## config.mk

```make
export PLATFORM = sky130hd
export DESIGN_NAME = pid_trapezoid_clamped_drive_flat
export DESIGN_NICKNAME = d
export VERILOG_FILES = /design/src/rtl/core/ptcd_pkg.sv /design/src/rtl/core/ptcd_in_if.sv /design/src/rtl/core/ptcd_out_if.sv /design/src/rtl/core/ptcd_cfg_regs.sv /design/src/rtl/core/ptcd_cdiv.sv /design/src/rtl/core/pid_trapezoid_clamped_drive.sv /design/src/flat_wrapper.sv
export SDC_FILE = /design/constraint.sdc
export NUM_CORES = 2
export LEC_CHECK = 0
export ABC_AREA = 1
export BUFFER_PORTS_ARGS = -buffer_cell sky130_fd_sc_hd__buf_2
export CAP_MARGIN = 0
export CORE_ASPECT_RATIO = 1.1
export CORE_UTILIZATION = 65
export CTS_CLUSTER_SIZE = 14
export DETAILED_ROUTE_END_ITERATION = 12
export HOLD_SLACK_MARGIN = 0.05
export PLACE_DENSITY = 0.82
export SYNTH_ARGS = -nofsm -noshare
export SYNTH_HDL_FRONTEND = slang
export SYNTH_SLANG_ARGS = --single-unit
```

## constraint.sdc

```tcl
create_clock -name clk -period 45.4 [get_ports clk]
set_input_delay 11.35 -clock clk [delete_from_list [all_inputs] [get_ports clk]]
set_output_delay 11.35 -clock clk [all_outputs]
set_load 0.01 [all_outputs]
```

## src/rtl/core/ptcd_pkg.sv

```systemverilog
// Shared types and constants for the clamped PID drive block.
// Holds field widths, fixed-point scales, register indexes and the configuration struct.
// No dependencies; every other file of the block but ptcd_cdiv refers to it by scoped names.
package ptcd_pkg;

  localparam int ANGLE_W    = 8;
  localparam int GAIN_W     = 12;
  localparam int LEVEL_W    = 22;
  localparam int ACC_W      = 23;
  localparam int CFG_IDX_W  = 3;
  localparam int CFG_DATA_W = 8;

  // Fixed-point scales: results are in units of 1/10000.
  localparam int DRIVE_SCALE = 10000;
  localparam int P_SCALE     = 100;
  localparam int D_SCALE     = 100000;
  localparam int I_DIV       = 10;

  // Integral gains below this raw value clear the accumulator.
  localparam int I_GAIN_MIN = 2;

  // Reset values of the configuration registers, whole units.
  localparam int SETPOINT_RST = 0;
  localparam int REST_RST     = 190;
  localparam int UPPER_RST    = 200;
  localparam int LOWER_RST    = 180;
  localparam int BOUND_RST    = 10;

  typedef enum logic [CFG_IDX_W-1:0] {
    REG_SETPOINT = 3'd0,
    REG_REST     = 3'd1,
    REG_UPPER    = 3'd2,
    REG_LOWER    = 3'd3,
    REG_BOUND    = 3'd4
  } cfg_reg_e;

  // Drive-related registers are held already scaled by DRIVE_SCALE.
  typedef struct packed {
    logic signed [ANGLE_W-1:0] setpoint;
    logic [LEVEL_W-1:0]        rest_s;
    logic [LEVEL_W-1:0]        upper_s;
    logic [LEVEL_W-1:0]        lower_s;
    logic [LEVEL_W-1:0]        bound_s;
  } cfg_t;

endpackage

```

## src/rtl/core/ptcd_in_if.sv

```systemverilog
// Input channel of the clamped PID drive: one angle sample and three raw gains per beat.
// Depends on ptcd_pkg for the field widths.
interface ptcd_in_if;
  logic                                valid;
  logic                                ready;
  logic signed [ptcd_pkg::ANGLE_W-1:0] angle_deg;
  logic [ptcd_pkg::GAIN_W-1:0]         p_gain_raw;
  logic [ptcd_pkg::GAIN_W-1:0]         i_gain_raw;
  logic [ptcd_pkg::GAIN_W-1:0]         d_gain_raw;

  modport source (output valid, angle_deg, p_gain_raw, i_gain_raw, d_gain_raw, input ready);
  modport sink (input valid, angle_deg, p_gain_raw, i_gain_raw, d_gain_raw, output ready);
endinterface

```

## src/rtl/core/ptcd_out_if.sv

```systemverilog
// Output channel of the clamped PID drive: one drive level and clamp flag per beat.
// Depends on ptcd_pkg for the field widths.
interface ptcd_out_if;
  logic                         valid;
  logic                         ready;
  logic [ptcd_pkg::LEVEL_W-1:0] drive_level;
  logic                         drive_clamped;

  modport source (output valid, drive_level, drive_clamped, input ready);
  modport sink (input valid, drive_level, drive_clamped, output ready);
endinterface

```

## src/rtl/core/ptcd_cfg_regs.sv

```systemverilog
// Configuration register file of the clamped PID drive, written through a plain write port.
// Stores drive-related values pre-scaled to 1/10000 units; depends on ptcd_pkg.
module ptcd_cfg_regs (
  input  logic                               clk,
  input  logic                               rst,
  input  logic                               we,
  input  logic [ptcd_pkg::CFG_IDX_W-1:0]     index,
  input  logic [ptcd_pkg::CFG_DATA_W-1:0]    data,
  output ptcd_pkg::cfg_t                     cfg
);

  logic [ptcd_pkg::LEVEL_W-1:0] scaled;

  assign scaled = ptcd_pkg::LEVEL_W'(data * ptcd_pkg::DRIVE_SCALE);

  always_ff @(posedge clk) begin
    if (rst) begin
      cfg.setpoint <= ptcd_pkg::ANGLE_W'(ptcd_pkg::SETPOINT_RST);
      cfg.rest_s   <= ptcd_pkg::LEVEL_W'(ptcd_pkg::REST_RST * ptcd_pkg::DRIVE_SCALE);
      cfg.upper_s  <= ptcd_pkg::LEVEL_W'(ptcd_pkg::UPPER_RST * ptcd_pkg::DRIVE_SCALE);
      cfg.lower_s  <= ptcd_pkg::LEVEL_W'(ptcd_pkg::LOWER_RST * ptcd_pkg::DRIVE_SCALE);
      cfg.bound_s  <= ptcd_pkg::LEVEL_W'(ptcd_pkg::BOUND_RST * ptcd_pkg::DRIVE_SCALE);
    end else if (we) begin
      case (index)
        ptcd_pkg::REG_SETPOINT: cfg.setpoint <= $signed(data);
        ptcd_pkg::REG_REST:     cfg.rest_s   <= scaled;
        ptcd_pkg::REG_UPPER:    cfg.upper_s  <= scaled;
        ptcd_pkg::REG_LOWER:    cfg.lower_s  <= scaled;
        ptcd_pkg::REG_BOUND:    cfg.bound_s  <= scaled;
        default: ;
      endcase
    end
  end

endmodule

```

## src/rtl/core/ptcd_cdiv.sv

```systemverilog
// Two-stage unsigned divider by a constant: reciprocal multiply, then one correction step.
// Stage enables come from the surrounding pipeline; no package dependency.
module ptcd_cdiv #(
  parameter int DIVISOR = 10,
  parameter int IN_W    = 24
) (
  input  logic            clk,
  input  logic            en1,
  input  logic            en2,
  input  logic [IN_W-1:0] y,
  output logic [IN_W-1:0] q
);

  // floor(2^IN_W / DIVISOR) underestimates the quotient by at most one.
  localparam logic [IN_W:0]   RECIP = (IN_W+1)'((64'd1 << IN_W) / DIVISOR);
  localparam logic [IN_W-1:0] DIV_C = IN_W'(DIVISOR);
  localparam logic [IN_W-1:0] ONE   = IN_W'(1);

  logic [2*IN_W:0]  prod;
  logic [IN_W-1:0]  qa;
  logic [IN_W-1:0]  y_d;
  logic [IN_W-1:0]  back;
  logic [IN_W-1:0]  rem;

  assign prod = y * RECIP;

  always_ff @(posedge clk) begin
    if (en1) begin
      qa  <= prod[2*IN_W-1:IN_W];
      y_d <= y;
    end
  end

  assign back = qa * DIV_C;
  assign rem  = y_d - back;

  always_ff @(posedge clk) begin
    if (en2) begin
      q <= (rem >= DIV_C) ? qa + ONE : qa;
    end
  end

endmodule

```

## src/rtl/core/pid_trapezoid_clamped_drive.sv

```systemverilog
// Clamped PID drive with trapezoidal integral and anti-windup.
//
// Usage: each beat on the sample channel carries a measured angle and three raw gain
// readings (gain = raw / 100). For every accepted beat exactly one beat leaves on the
// result channel: the drive level rest - (P + I + D), clamped to [lower, upper] and
// given in units of 1/10000, with a flag when the clamp acted. The config port writes
// one register per cycle at which cfg_we is high; it must only be used while no beat
// is in flight.
//
// Beats pass through an 8-stage pipeline: input register, gain products, constant
// products, two divider stages, term assembly, integral update, and the result register.
// Throughput is one beat per cycle while result.ready stays high; the integral register
// closes its loop within a single stage, so back-to-back beats see the accumulator value
// left by the beat before.
//
// Reset (synchronous) clears the previous error and the integral to zero, empties the
// pipeline and loads the register defaults. When the receiver stalls, the pipeline
// closes up its bubbles; sample.ready only drops once all eight stages hold a beat.
module pid_trapezoid_clamped_drive #(
  parameter int STEP_MS = 20
) (
  input  logic                            clk,
  input  logic                            rst,
  ptcd_in_if.sink                         sample,
  ptcd_out_if.source                      result,
  input  logic                            cfg_we,
  input  logic [ptcd_pkg::CFG_IDX_W-1:0]  cfg_index,
  input  logic [ptcd_pkg::CFG_DATA_W-1:0] cfg_data
);

  localparam int NSTG = 8;
  localparam int AW   = ptcd_pkg::ANGLE_W;
  localparam int GW   = ptcd_pkg::GAIN_W;
  localparam int LW   = ptcd_pkg::LEVEL_W;
  localparam int TP   = STEP_MS;

  // The integral increment splits as |ia|*I_A + floor(|ia|*I_B / 10), the derivative
  // as |dd|*D_Q + floor(|dd|*D_R / T).
  localparam int I_A = TP / ptcd_pkg::I_DIV;
  localparam int I_B = TP % ptcd_pkg::I_DIV;
  localparam int D_Q = ptcd_pkg::D_SCALE / TP;
  localparam int D_R = ptcd_pkg::D_SCALE % TP;

  localparam int PE_W  = GW + 1 + AW;
  localparam int P_W   = PE_W + $clog2(ptcd_pkg::P_SCALE);
  localparam int MAG_W = GW + AW;
  localparam int YI_W  = MAG_W + $clog2(ptcd_pkg::I_DIV);
  localparam int TI_W  = MAG_W + $clog2(I_A + 1);
  localparam int YD_W  = MAG_W + $clog2(TP) + 1;
  localparam int TD_W  = MAG_W + $clog2(D_Q + 1);
  localparam int MI_W  = ((TI_W > YI_W) ? TI_W : YI_W) + 1;
  localparam int MD_W  = ((TD_W > YD_W) ? TD_W : YD_W) + 1;
  localparam int IS_W  = MI_W + 1;
  localparam int DS_W  = MD_W + 1;
  localparam int SUM_W = ((ptcd_pkg::ACC_W > IS_W) ? ptcd_pkg::ACC_W : IS_W) + 1;
  localparam int VA_W  = (P_W > DS_W) ? P_W : DS_W;
  localparam int V_W   = ((VA_W > ptcd_pkg::ACC_W) ? VA_W : ptcd_pkg::ACC_W) + 2;

  localparam logic signed [P_W-1:0] P_C   = P_W'(ptcd_pkg::P_SCALE);
  localparam logic [YI_W-1:0]       I_B_C = YI_W'(I_B);
  localparam logic [TI_W-1:0]       I_A_C = TI_W'(I_A);
  localparam logic [YD_W-1:0]       D_R_C = YD_W'(D_R);
  localparam logic [TD_W-1:0]       D_Q_C = TD_W'(D_Q);
  localparam logic [GW-1:0]         I_ON  = GW'(ptcd_pkg::I_GAIN_MIN);
  localparam logic signed [AW-1:0]  E_MAX = {1'b0, {(AW-1){1'b1}}};
  localparam logic signed [AW-1:0]  E_MIN = {1'b1, {(AW-1){1'b0}}};

  ptcd_pkg::cfg_t cfg;

  ptcd_cfg_regs u_cfg (
    .clk   (clk),
    .rst   (rst),
    .we    (cfg_we),
    .index (cfg_index),
    .data  (cfg_data),
    .cfg   (cfg)
  );

  // Pipeline occupancy and bubble-collapsing flow control.
  logic [NSTG-1:0] vld;
  logic [NSTG-1:0] vld_next;
  logic [NSTG-1:0] rdy;
  logic            accept;
  logic            acc_go;

  assign rdy[NSTG-1] = !vld[NSTG-1] || result.ready;

  for (genvar g = 0; g < NSTG - 1; g++) begin : g_rdy
    assign rdy[g] = !vld[g] || rdy[g+1];
  end

  assign sample.ready = rdy[0];
  assign accept       = sample.valid && rdy[0];
  assign vld_next     = (vld & ~rdy) | ({vld[NSTG-2:0], sample.valid} & rdy);
  assign acc_go       = vld[5] && rdy[6];

  always_ff @(posedge clk) begin
    if (rst) begin
      vld <= '0;
    end else begin
      vld <= vld_next;
    end
  end

  // Error at the input, saturated to the angle width.
  logic signed [AW:0]   err_wide;
  logic signed [AW-1:0] err;
  logic signed [AW-1:0] prev_err;

  assign err_wide = (AW+1)'(sample.angle_deg) - (AW+1)'(cfg.setpoint);
  assign err = (err_wide[AW] != err_wide[AW-1]) ? (err_wide[AW] ? E_MIN : E_MAX)
                                                : err_wide[AW-1:0];

  always_ff @(posedge clk) begin
    if (rst) begin
      prev_err <= '0;
    end else if (accept) begin
      prev_err <= err;
    end
  end

  // Stage 1: input register.
  logic signed [AW-1:0] s1_e;
  logic signed [AW-1:0] s1_q;
  logic [GW-1:0]        s1_kp;
  logic [GW-1:0]        s1_ki;
  logic [GW-1:0]        s1_kd;

  always_ff @(posedge clk) begin
    if (rdy[0]) begin
      s1_e  <= err;
      s1_q  <= prev_err;
      s1_kp <= sample.p_gain_raw;
      s1_ki <= sample.i_gain_raw;
      s1_kd <= sample.d_gain_raw;
    end
  end

  // Stage 2: gain products: P on the signed error, I and D on sign and magnitude of the trapezoid and difference.
  logic signed [AW:0]    sum9;
  logic signed [AW:0]    sum_adj;
  logic signed [AW:0]    avg9;
  logic [AW:0]           avg_abs;
  logic signed [AW:0]    diff9;
  logic [AW:0]           diff_abs;
  logic signed [PE_W-1:0] pe;
  logic [MAG_W-1:0]      iam;
  logic [MAG_W-1:0]      ddm;

  assign sum9     = (AW+1)'(s1_e) + (AW+1)'(s1_q);
  // Adding one to a negative sum makes the shift round towards zero.
  assign sum_adj  = sum9 + $signed({{AW{1'b0}}, sum9[AW]});
  assign avg9     = sum_adj >>> 1;
  assign avg_abs  = avg9[AW] ? -avg9 : avg9;
  assign diff9    = (AW+1)'(s1_e) - (AW+1)'(s1_q);
  assign diff_abs = diff9[AW] ? -diff9 : diff9;
  assign pe       = $signed({1'b0, s1_kp}) * s1_e;
  assign iam      = s1_ki * avg_abs[AW-1:0];
  assign ddm      = s1_kd * diff_abs[AW-1:0];

  logic signed [PE_W-1:0] s2_pe;
  logic [MAG_W-1:0]       s2_iam;
  logic [MAG_W-1:0]       s2_ddm;
  logic                   s2_isg;
  logic                   s2_dsg;
  logic                   s2_ion;

  always_ff @(posedge clk) begin
    if (rdy[1]) begin
      s2_pe  <= pe;
      s2_iam <= iam;
      s2_ddm <= ddm;
      s2_isg <= avg9[AW];
      s2_dsg <= diff9[AW];
      s2_ion <= (s1_ki >= I_ON);
    end
  end

  // Stage 3: products with the fixed scale and period constants.
  logic signed [P_W-1:0] s3_p;
  logic [YI_W-1:0]       s3_yi;
  logic [TI_W-1:0]       s3_ti;
  logic [YD_W-1:0]       s3_yd;
  logic [TD_W-1:0]       s3_td;
  logic                  s3_isg;
  logic                  s3_dsg;
  logic                  s3_ion;

  always_ff @(posedge clk) begin
    if (rdy[2]) begin
      s3_p   <= s2_pe * P_C;
      s3_yi  <= s2_iam * I_B_C;
      s3_ti  <= s2_iam * I_A_C;
      s3_yd  <= s2_ddm * D_R_C;
      s3_td  <= s2_ddm * D_Q_C;
      s3_isg <= s2_isg;
      s3_dsg <= s2_dsg;
      s3_ion <= s2_ion;
    end
  end

  // Stages 4 and 5: constant dividers, with the side terms carried alongside.
  logic [YI_W-1:0] qi;
  logic [YD_W-1:0] qd;

  ptcd_cdiv #(
    .DIVISOR (ptcd_pkg::I_DIV),
    .IN_W    (YI_W)
  ) u_div_i (
    .clk (clk),
    .en1 (rdy[3]),
    .en2 (rdy[4]),
    .y   (s3_yi),
    .q   (qi)
  );

  ptcd_cdiv #(
    .DIVISOR (TP),
    .IN_W    (YD_W)
  ) u_div_d (
    .clk (clk),
    .en1 (rdy[3]),
    .en2 (rdy[4]),
    .y   (s3_yd),
    .q   (qd)
  );

  logic signed [P_W-1:0] s4_p;
  logic [TI_W-1:0]       s4_ti;
  logic [TD_W-1:0]       s4_td;
  logic                  s4_isg;
  logic                  s4_dsg;
  logic                  s4_ion;
  logic signed [P_W-1:0] s5_p;
  logic [TI_W-1:0]       s5_ti;
  logic [TD_W-1:0]       s5_td;
  logic                  s5_isg;
  logic                  s5_dsg;
  logic                  s5_ion;

  always_ff @(posedge clk) begin
    if (rdy[3]) begin
      s4_p   <= s3_p;
      s4_ti  <= s3_ti;
      s4_td  <= s3_td;
      s4_isg <= s3_isg;
      s4_dsg <= s3_dsg;
      s4_ion <= s3_ion;
    end
    if (rdy[4]) begin
      s5_p   <= s4_p;
      s5_ti  <= s4_ti;
      s5_td  <= s4_td;
      s5_isg <= s4_isg;
      s5_dsg <= s4_dsg;
      s5_ion <= s4_ion;
    end
  end

  // Stage 6: assemble the signed integral increment and derivative term.
  logic [MI_W-1:0]        mag_i;
  logic [MD_W-1:0]        mag_d;
  logic signed [IS_W-1:0] inc_pos;
  logic signed [DS_W-1:0] d_pos;

  assign mag_i   = MI_W'(s5_ti) + MI_W'(qi);
  assign mag_d   = MD_W'(s5_td) + MD_W'(qd);
  assign inc_pos = $signed(IS_W'(mag_i));
  assign d_pos   = $signed(DS_W'(mag_d));

  logic signed [P_W-1:0]  s6_p;
  logic signed [IS_W-1:0] s6_inc;
  logic signed [DS_W-1:0] s6_d;
  logic                   s6_ion;

  always_ff @(posedge clk) begin
    if (rdy[5]) begin
      s6_p   <= s5_p;
      s6_inc <= s5_isg ? -inc_pos : inc_pos;
      s6_d   <= s5_dsg ? -d_pos : d_pos;
      s6_ion <= s5_ion;
    end
  end

  // Stage 7: integral accumulation with symmetric clamp or clearing, and the P and D part of the drive.
  logic signed [ptcd_pkg::ACC_W-1:0] acc;
  logic signed [ptcd_pkg::ACC_W-1:0] acc_next;
  logic signed [SUM_W-1:0]           acc_sum;
  logic signed [SUM_W-1:0]           acc_lim;

  assign acc_sum = SUM_W'(acc) + SUM_W'(s6_inc);
  assign acc_lim = $signed(SUM_W'(cfg.bound_s));

  always_comb begin
    if (!s6_ion) begin
      acc_next = '0;
    end else if (acc_sum > acc_lim) begin
      acc_next = ptcd_pkg::ACC_W'(acc_lim);
    end else if (acc_sum < -acc_lim) begin
      acc_next = ptcd_pkg::ACC_W'(-acc_lim);
    end else begin
      acc_next = ptcd_pkg::ACC_W'(acc_sum);
    end
  end

  always_ff @(posedge clk) begin
    if (rst) begin
      acc <= '0;
    end else if (acc_go) begin
      acc <= acc_next;
    end
  end

  logic signed [ptcd_pkg::ACC_W-1:0] s7_acc;
  logic signed [V_W-1:0]             s7_part;

  always_ff @(posedge clk) begin
    if (rdy[6]) begin
      s7_acc  <= acc_next;
      s7_part <= $signed(V_W'(cfg.rest_s)) - V_W'(s6_p) - V_W'(s6_d);
    end
  end

  // Stage 8: final subtraction, clamp and result register.
  logic signed [V_W-1:0] drv;
  logic signed [V_W-1:0] hi;
  logic signed [V_W-1:0] lo;
  logic [LW-1:0]         lvl;
  logic [LW-1:0]         lvl_next;
  logic                  clp;
  logic                  clp_next;

  assign drv = s7_part - V_W'(s7_acc);
  assign hi  = $signed(V_W'(cfg.upper_s));
  assign lo  = $signed(V_W'(cfg.lower_s));

  always_comb begin
    if (drv > hi) begin
      lvl_next = cfg.upper_s;
      clp_next = 1'b1;
    end else if (drv < lo) begin
      lvl_next = cfg.lower_s;
      clp_next = 1'b1;
    end else begin
      lvl_next = drv[LW-1:0];
      clp_next = 1'b0;
    end
  end

  always_ff @(posedge clk) begin
    if (rdy[7]) begin
      lvl <= lvl_next;
      clp <= clp_next;
    end
  end

  assign result.valid         = vld[NSTG-1];
  assign result.drive_level   = lvl;
  assign result.drive_clamped = clp;

  a_accept_fills : assert property (@(posedge clk) disable iff (rst)
    (sample.valid && sample.ready) |=> vld[0])
    else $error("accepted beat did not enter the first stage");

  a_empty_ready : assert property (@(posedge clk) disable iff (rst)
    (vld == '0) |-> sample.ready)
    else $error("empty pipeline refused a beat");

  a_int_cleared : assert property (@(posedge clk) disable iff (rst)
    (acc_go && !s6_ion) |=> (acc == '0))
    else $error("integral not cleared for a small integral gain");

  a_int_bounded : assert property (@(posedge clk) disable iff (rst)
    (acc_go && s6_ion) |=>
      (acc <= $signed({1'b0, $past(cfg.bound_s)}) &&
       acc >= -$signed({1'b0, $past(cfg.bound_s)})))
    else $error("integral left its bound after an update");

endmodule

```

## src/flat_wrapper.sv

```systemverilog
// flat-port wrapper written by rule: the top's interface ports become plain ports
module pid_trapezoid_clamped_drive_flat 
#(
  parameter int STEP_MS = 20
)
  (clk, rst, cfg_we, cfg_index, cfg_data, sample_valid, sample_angle_deg, sample_p_gain_raw, sample_i_gain_raw, sample_d_gain_raw, sample_ready, result_valid, result_drive_level, result_drive_clamped, result_ready);
  ptcd_in_if sample_i ();
  ptcd_out_if result_i ();
  input  logic clk;
  input  logic rst;
  input  logic cfg_we;
  input  logic [ptcd_pkg::CFG_IDX_W-1:0] cfg_index;
  input  logic [ptcd_pkg::CFG_DATA_W-1:0] cfg_data;
  input wire logic [$bits(sample_i.valid)-1:0] sample_valid;
  input wire logic [$bits(sample_i.angle_deg)-1:0] sample_angle_deg;
  input wire logic [$bits(sample_i.p_gain_raw)-1:0] sample_p_gain_raw;
  input wire logic [$bits(sample_i.i_gain_raw)-1:0] sample_i_gain_raw;
  input wire logic [$bits(sample_i.d_gain_raw)-1:0] sample_d_gain_raw;
  output wire logic [$bits(sample_i.ready)-1:0] sample_ready;
  output wire logic [$bits(result_i.valid)-1:0] result_valid;
  output wire logic [$bits(result_i.drive_level)-1:0] result_drive_level;
  output wire logic [$bits(result_i.drive_clamped)-1:0] result_drive_clamped;
  input wire logic [$bits(result_i.ready)-1:0] result_ready;
  assign sample_i.valid = sample_valid;
  assign sample_i.angle_deg = sample_angle_deg;
  assign sample_i.p_gain_raw = sample_p_gain_raw;
  assign sample_i.i_gain_raw = sample_i_gain_raw;
  assign sample_i.d_gain_raw = sample_d_gain_raw;
  assign sample_ready = sample_i.ready;
  assign result_valid = result_i.valid;
  assign result_drive_level = result_i.drive_level;
  assign result_drive_clamped = result_i.drive_clamped;
  assign result_i.ready = result_ready;
  pid_trapezoid_clamped_drive #(.STEP_MS(STEP_MS)) u_core (.clk(clk), .rst(rst), .sample(sample_i), .result(result_i), .cfg_we(cfg_we), .cfg_index(cfg_index), .cfg_data(cfg_data));
endmodule
```

### After elaboration in Yosys (flattened, before gate mapping)

Index checks and enable logic that the tools add are counted.
W data, S select, Z words.

| storage, ports and cells | value |
|---|---|
| register bits | 643 |
| logic and storage cells | 120 |

| cells by class | value |
|---|---|
| $mul | 6 |
| magnitude comparators | 5 |
| bitwise gates (word level) | 4 |
| $add $sub $neg | 13 |
| reduce and logical (&&, ||, !) cells | 25 |
| multiplexer cells | 12 |
| eq/ne operators | 5 |

Operators by type and width:

| cell | number |
|---|---|
| $mux W23 | 3 |
| $mux W22 | 2 |
| $mul A12 B8 Y20 | 2 |
| $gt A37 B23 Y1 | 1 |
| $lt A37 B23 Y1 | 1 |
| $sub A37 B23 Y37 | 1 |
| $sub A29 B35 Y36 | 1 |
| $neg A33 Y35 | 1 |
| $mux W33 | 1 |
| $mux W8 | 4 |
| $mul A20 B10 Y30 const B | 1 |
| $sub A23 B28 Y29 | 1 |
| $add A23 B26 Y27 | 1 |
| $gt A27 B23 Y1 | 1 |
| $lt A27 B27 Y1 | 1 |
| $neg A22 Y27 | 1 |
| $mul A21 B6 Y26 const B | 1 |
| $neg A21 Y26 | 1 |
| $mul A13 B8 Y21 | 1 |
| $mux W21 | 1 |
| $mul A8 B10 Y18 const B | 1 |
| $sub A8 B8 Y9 | 2 |
| $and A8 B8 Y8 | 2 |
| $neg A8 Y8 | 2 |
| 16 further kinds | 36 |

### Logic depth before layout (Yosys ltp)

| depth | value |
|---|---|
| depth in word-level cells | 12 |
| mapped depth | 44 |
| mapped depth without buffers | 43 |

### Cells and area by module

Synthesis repeated with hierarchy kept, for this count alone.

| unflattened totals | value |
|---|---|
| cells, all modules | 10,196 |
| area, all modules | 84,935.2 um^2 |

Modules (own cells, without submodules):

| module | sequential area each (um^2) | cells an instance | area each (um^2) | times used |
|---|---|---|---|---|
| pid_trapezoid_clamped_drive | 16,485.8 | 5,997 | 49,812.8 | 1 |
| ptcd_cdiv (u_core.u_div_d) | 2,072.0 | 1,962 | 16,246.8 | 1 |
| ptcd_cdiv (u_core.u_div_i) | 1,981.9 | 1,681 | 14,533.9 | 1 |
| ptcd_cfg_regs | 1,601.5 | 556 | 4,341.7 | 1 |

### Worst setup path before layout

Ideal clock, no wire load.

| path | value |
|---|---|
| path kind | input to output |
| start | input port result_ready |
| end | output port sample_ready |
| arrival time | 21.350 ns |
| buffers on the path | 0 |
| path slack | 12.700 ns |
| cell stages on the path | 14 |
| cell sequence | nor2_1 > inv_1 > nor2_1 > inv_1 > nor2_1 > inv_1 > nor2_1 > inv_1 > nor2_1 > inv_1 > nor2_1 > nand2_1 > nor2_1 > inv_1 |

| on the way | value |
|---|---|
| word-level cells in the longest chain between the ends | 8 |

RTL lines:

| what | RTL line | text |
|---|---|---|
| from (decl) | flat_wrapper.sv:23 | `input wire logic [$bits(result_i.ready)-1:0] result_ready;` |
| $logic_or A1 B1 Y1 | pid_trapezoid_clamped_drive.sv:86 | `assign rdy[NSTG-1] = !vld[NSTG-1] \|\| result.ready;` |
| named net u_core.rdy[7] | pid_trapezoid_clamped_drive.sv:82 | `logic [NSTG-1:0] rdy;` |
| $logic_or A1 B1 Y1 | pid_trapezoid_clamped_drive.sv:89 | `assign rdy[g] = !vld[g] \|\| rdy[g+1];` |
| named net u_core.rdy[6] | pid_trapezoid_clamped_drive.sv:82 |  |
| $logic_or A1 B1 Y1 | pid_trapezoid_clamped_drive.sv:89 |  |
| named net u_core.rdy[5] | pid_trapezoid_clamped_drive.sv:82 |  |
| $logic_or A1 B1 Y1 | pid_trapezoid_clamped_drive.sv:89 |  |
| named net u_core.rdy[4] | pid_trapezoid_clamped_drive.sv:82 |  |
| $logic_or A1 B1 Y1 | pid_trapezoid_clamped_drive.sv:89 |  |
| named net u_core.rdy[3] | pid_trapezoid_clamped_drive.sv:82 |  |
| $logic_or A1 B1 Y1 (3 in a row) | pid_trapezoid_clamped_drive.sv:89 |  |
| to (decl) | flat_wrapper.sv:19 | `output wire logic [$bits(sample_i.ready)-1:0] sample_ready;` |

The timed path passes the listed nets, and every way through them passes these cells.

### Worst setup path in the final report

Ends and elaborated chain as after synthesis.

==> summary.txt <==
Run status
  – Result of the run: complete, no violations

Die
  – Cell Rows: about 100
  – Die boundary width: 262 µm
  – Starting density of the core: 66.0%
  – Total Die Area: about 76000 µm²
  – Die outline height: 289 µm
  – Total I/O pin count: 85
  – CORE AREA: 73500 µm²

Route
  – Detailed-route via count: roughly 36000
  – Routed wire length: 109 mm
  – Number of iterations in the first detailed-routing pass: 6
  – DR DRC count: 0
  – Post-DR wirelength/cell: 16.6 µm
  – Via density per instance: 5.48
  – Antenna-violating nets left: 0
  – Detailed router's first-iteration violation count: ~2600

Timing
  – Unrepaired setup endpoints after global routing: no
  – Post-route minimum period: about 28 ns
  – Final setup vio count: 0
  – Tightest Pin Transition: 1.11 ns
  – Achievable clock frequency: 0.0352 GHz
  – Final critical-path share of the clock period: 62.6%
  – Hold WS: 0.408 ns
  – Final hold vios: 0
  – Slew Limit Headroom: 25.9%
  – Worst clock skew: around 0.030 ns
  – Final-report max-slew violation count: 0
  – Setup Total Neg Slack: 0 ns

CTS
  – Clock-pin slew of the registers on the worst-case setup and hold paths: roughly 0.060 ns
  – Post_cts resized: 0
  – Total of hold buffers inserted after clock tree synthesis: 0
  – TritonCTS clock tree: done
  – Post-CTS setup-driven buffer insertion count: 0
  – Clock latency reported for the late side of the worst-skew pair: between 0.6 and 0.7 ns
  – Number of buffers added by the clock tree synthesis step: 68
  – # clock sinks: 636
  – Number of buffers between clock root and the deepest sink: 3
  – Number of levels in the clock H-tree: 3
  – Clock root buffer: sky130_fd_sc_hd__clkbuf_16

Final layout
  – Fraction of layout instances using a drive strength above 1: under 10%
  – Layout net count: 6442
  – Total area of multi-input combinational cells: 25700 µm²
  – Area growth from synthesis to final layout: 7.24%
  – Diodes inserted: 0
  – Combined flip-flop and latch cell area: 17900 µm²
  – FILL cells: 5389

Yosys
  – Seq cells post-synth: 636
  – Net Count, Synth: 6355
  – Largest cells by area after synthesis: sky130_fd_sc_hd__edfxtp_1 (32%), sky130_fd_sc_hd__ha_1 (14%), sky130_fd_sc_hd__fa_1 (12%), sky130_fd_sc_hd__inv_1 (9.2%), sky130_fd_sc_hd__nand2_1 (8.4%)
  – Post-synthesis sequential area ratio: about 37%
  – Number of enable-type register cells in the synthesized netlist: 517
  – Leading cell types by count after synthesis: sky130_fd_sc_hd__inv_1 (1184), sky130_fd_sc_hd__nand2_1 (1084), sky130_fd_sc_hd__ha_1 (530)
  – Ys async rst share: 0%
  – Share of the synthesized area in the top cell type: about a third
  – Yosys cell types: 53
  – Prevailing post-synth register cell: sky130_fd_sc_hd__edfxtp_1
  – Synth Instances: 5484
  – Post-Syn Area per Cell: 8.84 µm²
  – Netlist Area Pre-Place: between 40000 and 50000 µm²
  – Most frequently used cell type in the post-synthesis netlist: sky130_fd_sc_hd__inv_1
  – Yosys warning total: 0
  – Dominant cell type by area after synthesis: sky130_fd_sc_hd__edfxtp_1

Place
  – Post-detailed-placement half-perimeter wirelength: 84.9 mm
  – Routability congestion estimate: around 1.0
  – Total of buffers placed on input and output ports: between 80 and 90

Worst hold path
  – Class of the worst hold path: reg -> reg

GRT
  – Met2 Use GR: 52.2%
  – GRT Resource Usage Total: 29.2%
  – Maximum number of pins on one net before global-route repair: between 80 and 90
  – Global-route wire length before repair: 177 mm
  – Number of global-route vias before repair: 35847
  – Grt met1 use: 33.7%
  – Layer with the highest usage: met2
  – Global Route met3 Usage: 4.20%
  – Total global routing overflow: 0
  – Number of antenna violations at the first check in global routing: 1

Setup path
  – Startpoint of the worst register-to-register path: u_core.s1_e[0]
  – Internal reg-to-reg setup slack: 37.05 ns
  – Setup crit end: sample_ready
  – Endpoint of the most critical register-to-register path: u_core.s2_iam[18]
  – Arrival time reported for the critical path endpoint: between 15 and 20 ns
  – Critical path type: in -> out
  – Critical path peak fanout: 86
  – Crit. Startpoint: result_ready
  – Startpoint types: primary input
  – Path depth of the worst reg2reg path: 38
  – Setup crit end kind: primary output
  – Required time at the worst-slack endpoint: 34.05 ns

Job
  – Number of maximum-capacitance constraint violations: 0
==> worst min path at each step <==
stage | from | end | slack (ns) | cells after the start
final | u_core.s4_td[11] | u_core.s5_td[11] | 0.41 | 0
after global placement | u_core.s4_ti[7] | u_core.s5_ti[7] | 0.40 | 0
after floorplan | u_core.s2_dsg | u_core.s3_dsg | 0.40 | 0
after global routing | u_core.s3_td[13] | u_core.s4_td[13] | 0.41 | 0
after CTS | u_core.s4_td[3] | u_core.s5_td[3] | 0.40 | 0
after detailed placement | u_core.s2_iam[2] | u_core.s3_ti[3] | 0.40 | 0
==> state kept, by name, summed over array words and instances, names as in the netlist, 21 cells and up, named ones only <==
register                   flops
u_core.s6_d                   32
u_core.s4_td                  30
u_core.s7_part                34
u_core.u_cfg.cfg              80
u_core.s3_p                   26
u_core.s5_td                  30
u_core.s2_pe                  21
u_core.s7_acc                 23
u_core.s6_p                   26
u_core.s4_p                   26
u_core.s6_inc                 25
u_core.acc                    23
u_core.result.drive_level     22
u_core.s5_p                   26
u_core.s3_td                  30
==> worst max-delay path: stages <==
cell and delay, ns:
sky130_fd_sc_hd__buf_2 0.07, sky130_fd_sc_hd__nor2_1 0.04, sky130_fd_sc_hd__inv_1 0.61, sky130_fd_sc_hd__nor2_1 0.20, sky130_fd_sc_hd__inv_2 0.09, sky130_fd_sc_hd__buf_4 0.56, sky130_fd_sc_hd__nor2_1 0.14, sky130_fd_sc_hd__clkinv_2 0.07
sky130_fd_sc_hd__buf_4 0.75, sky130_fd_sc_hd__nor2_1 0.15, sky130_fd_sc_hd__inv_2 0.10, sky130_fd_sc_hd__nor2_1 0.05, sky130_fd_sc_hd__inv_2 0.04, sky130_fd_sc_hd__buf_4 0.74, sky130_fd_sc_hd__nor2_1 0.23, sky130_fd_sc_hd__nand2_2 0.11
sky130_fd_sc_hd__buf_4 0.63, sky130_fd_sc_hd__nor2_1 0.15, sky130_fd_sc_hd__inv_2 0.07, sky130_fd_sc_hd__buf_4 0.56, sky130_fd_sc_hd__buf_2 0.25
==> area by class of cell <==
cell class,instances,area share [%]
multi-input combinational,3568,49.5
clock buffer,90,3.59
tap,954,2.29
timing repair buffer,97,0.996
inverter,1200,8.66
clock inverter,35,0.563
sequential,636,34.4
==> metal layers <==
layer	part of all wire, %	routed length, µm
met4	5.8	6340
met2	50	54100
met1	39	42200
met5	0.012	13
met3	5.8	6370
==> cell usage in the layout, fill, tap and decap left out, types with 84 or more instances in the layout <==
cell type,count
sky130_fd_sc_hd__o21ai_0,190
sky130_fd_sc_hd__a21oi_1,312
sky130_fd_sc_hd__edfxtp_1,517
sky130_fd_sc_hd__nand3_1,229
sky130_fd_sc_hd__xor2_1,162
sky130_fd_sc_hd__dfxtp_1,119
sky130_fd_sc_hd__fa_1,281
sky130_fd_sc_hd__nand2_1,1083
sky130_fd_sc_hd__nor2_1,374
sky130_fd_sc_hd__buf_2,84
sky130_fd_sc_hd__inv_1,1177
sky130_fd_sc_hd__ha_1,530
==> cells by family (layout without fill, tap and decap cells) <==
kind of cell | Yosys count | after routing | synth area share, %
and+or+nand+nor | 1885 | 1885 | 16.2
buffers and inverters | 1280 | 1422 | 10.0
adders and majority gates | 811 | 811 | 25.3
DFF | 636 | 636 | 36.9
AOI/OAI and AO/OA | 635 | 635 | 7.24
xor gates and xnor gates | 237 | 237 | 4.31
==> per-stage QoR <==
stage / instance area, µm² / instances / setup slack, ns / utilization (%)
2_1_floorplan: 48500 / 5484 / 12.70 / -
3_3_place_gp: 49900 / 6455 / 17.17 / 67.8
3_5_place_dp: 49900 / 6455 / 17.01 / 67.8
4_1_cts: 52000 / 6580 / 16.94 / 70.8
5_1_grt: 52000 / 6580 / 16.47 / 70.8
6_report: 52000 / 6580 / 17.00 / 70.8
Power is left out: the tool's default activity adds up to more than one toggle a clock period on the data nets, which glitch-free logic cannot reach.
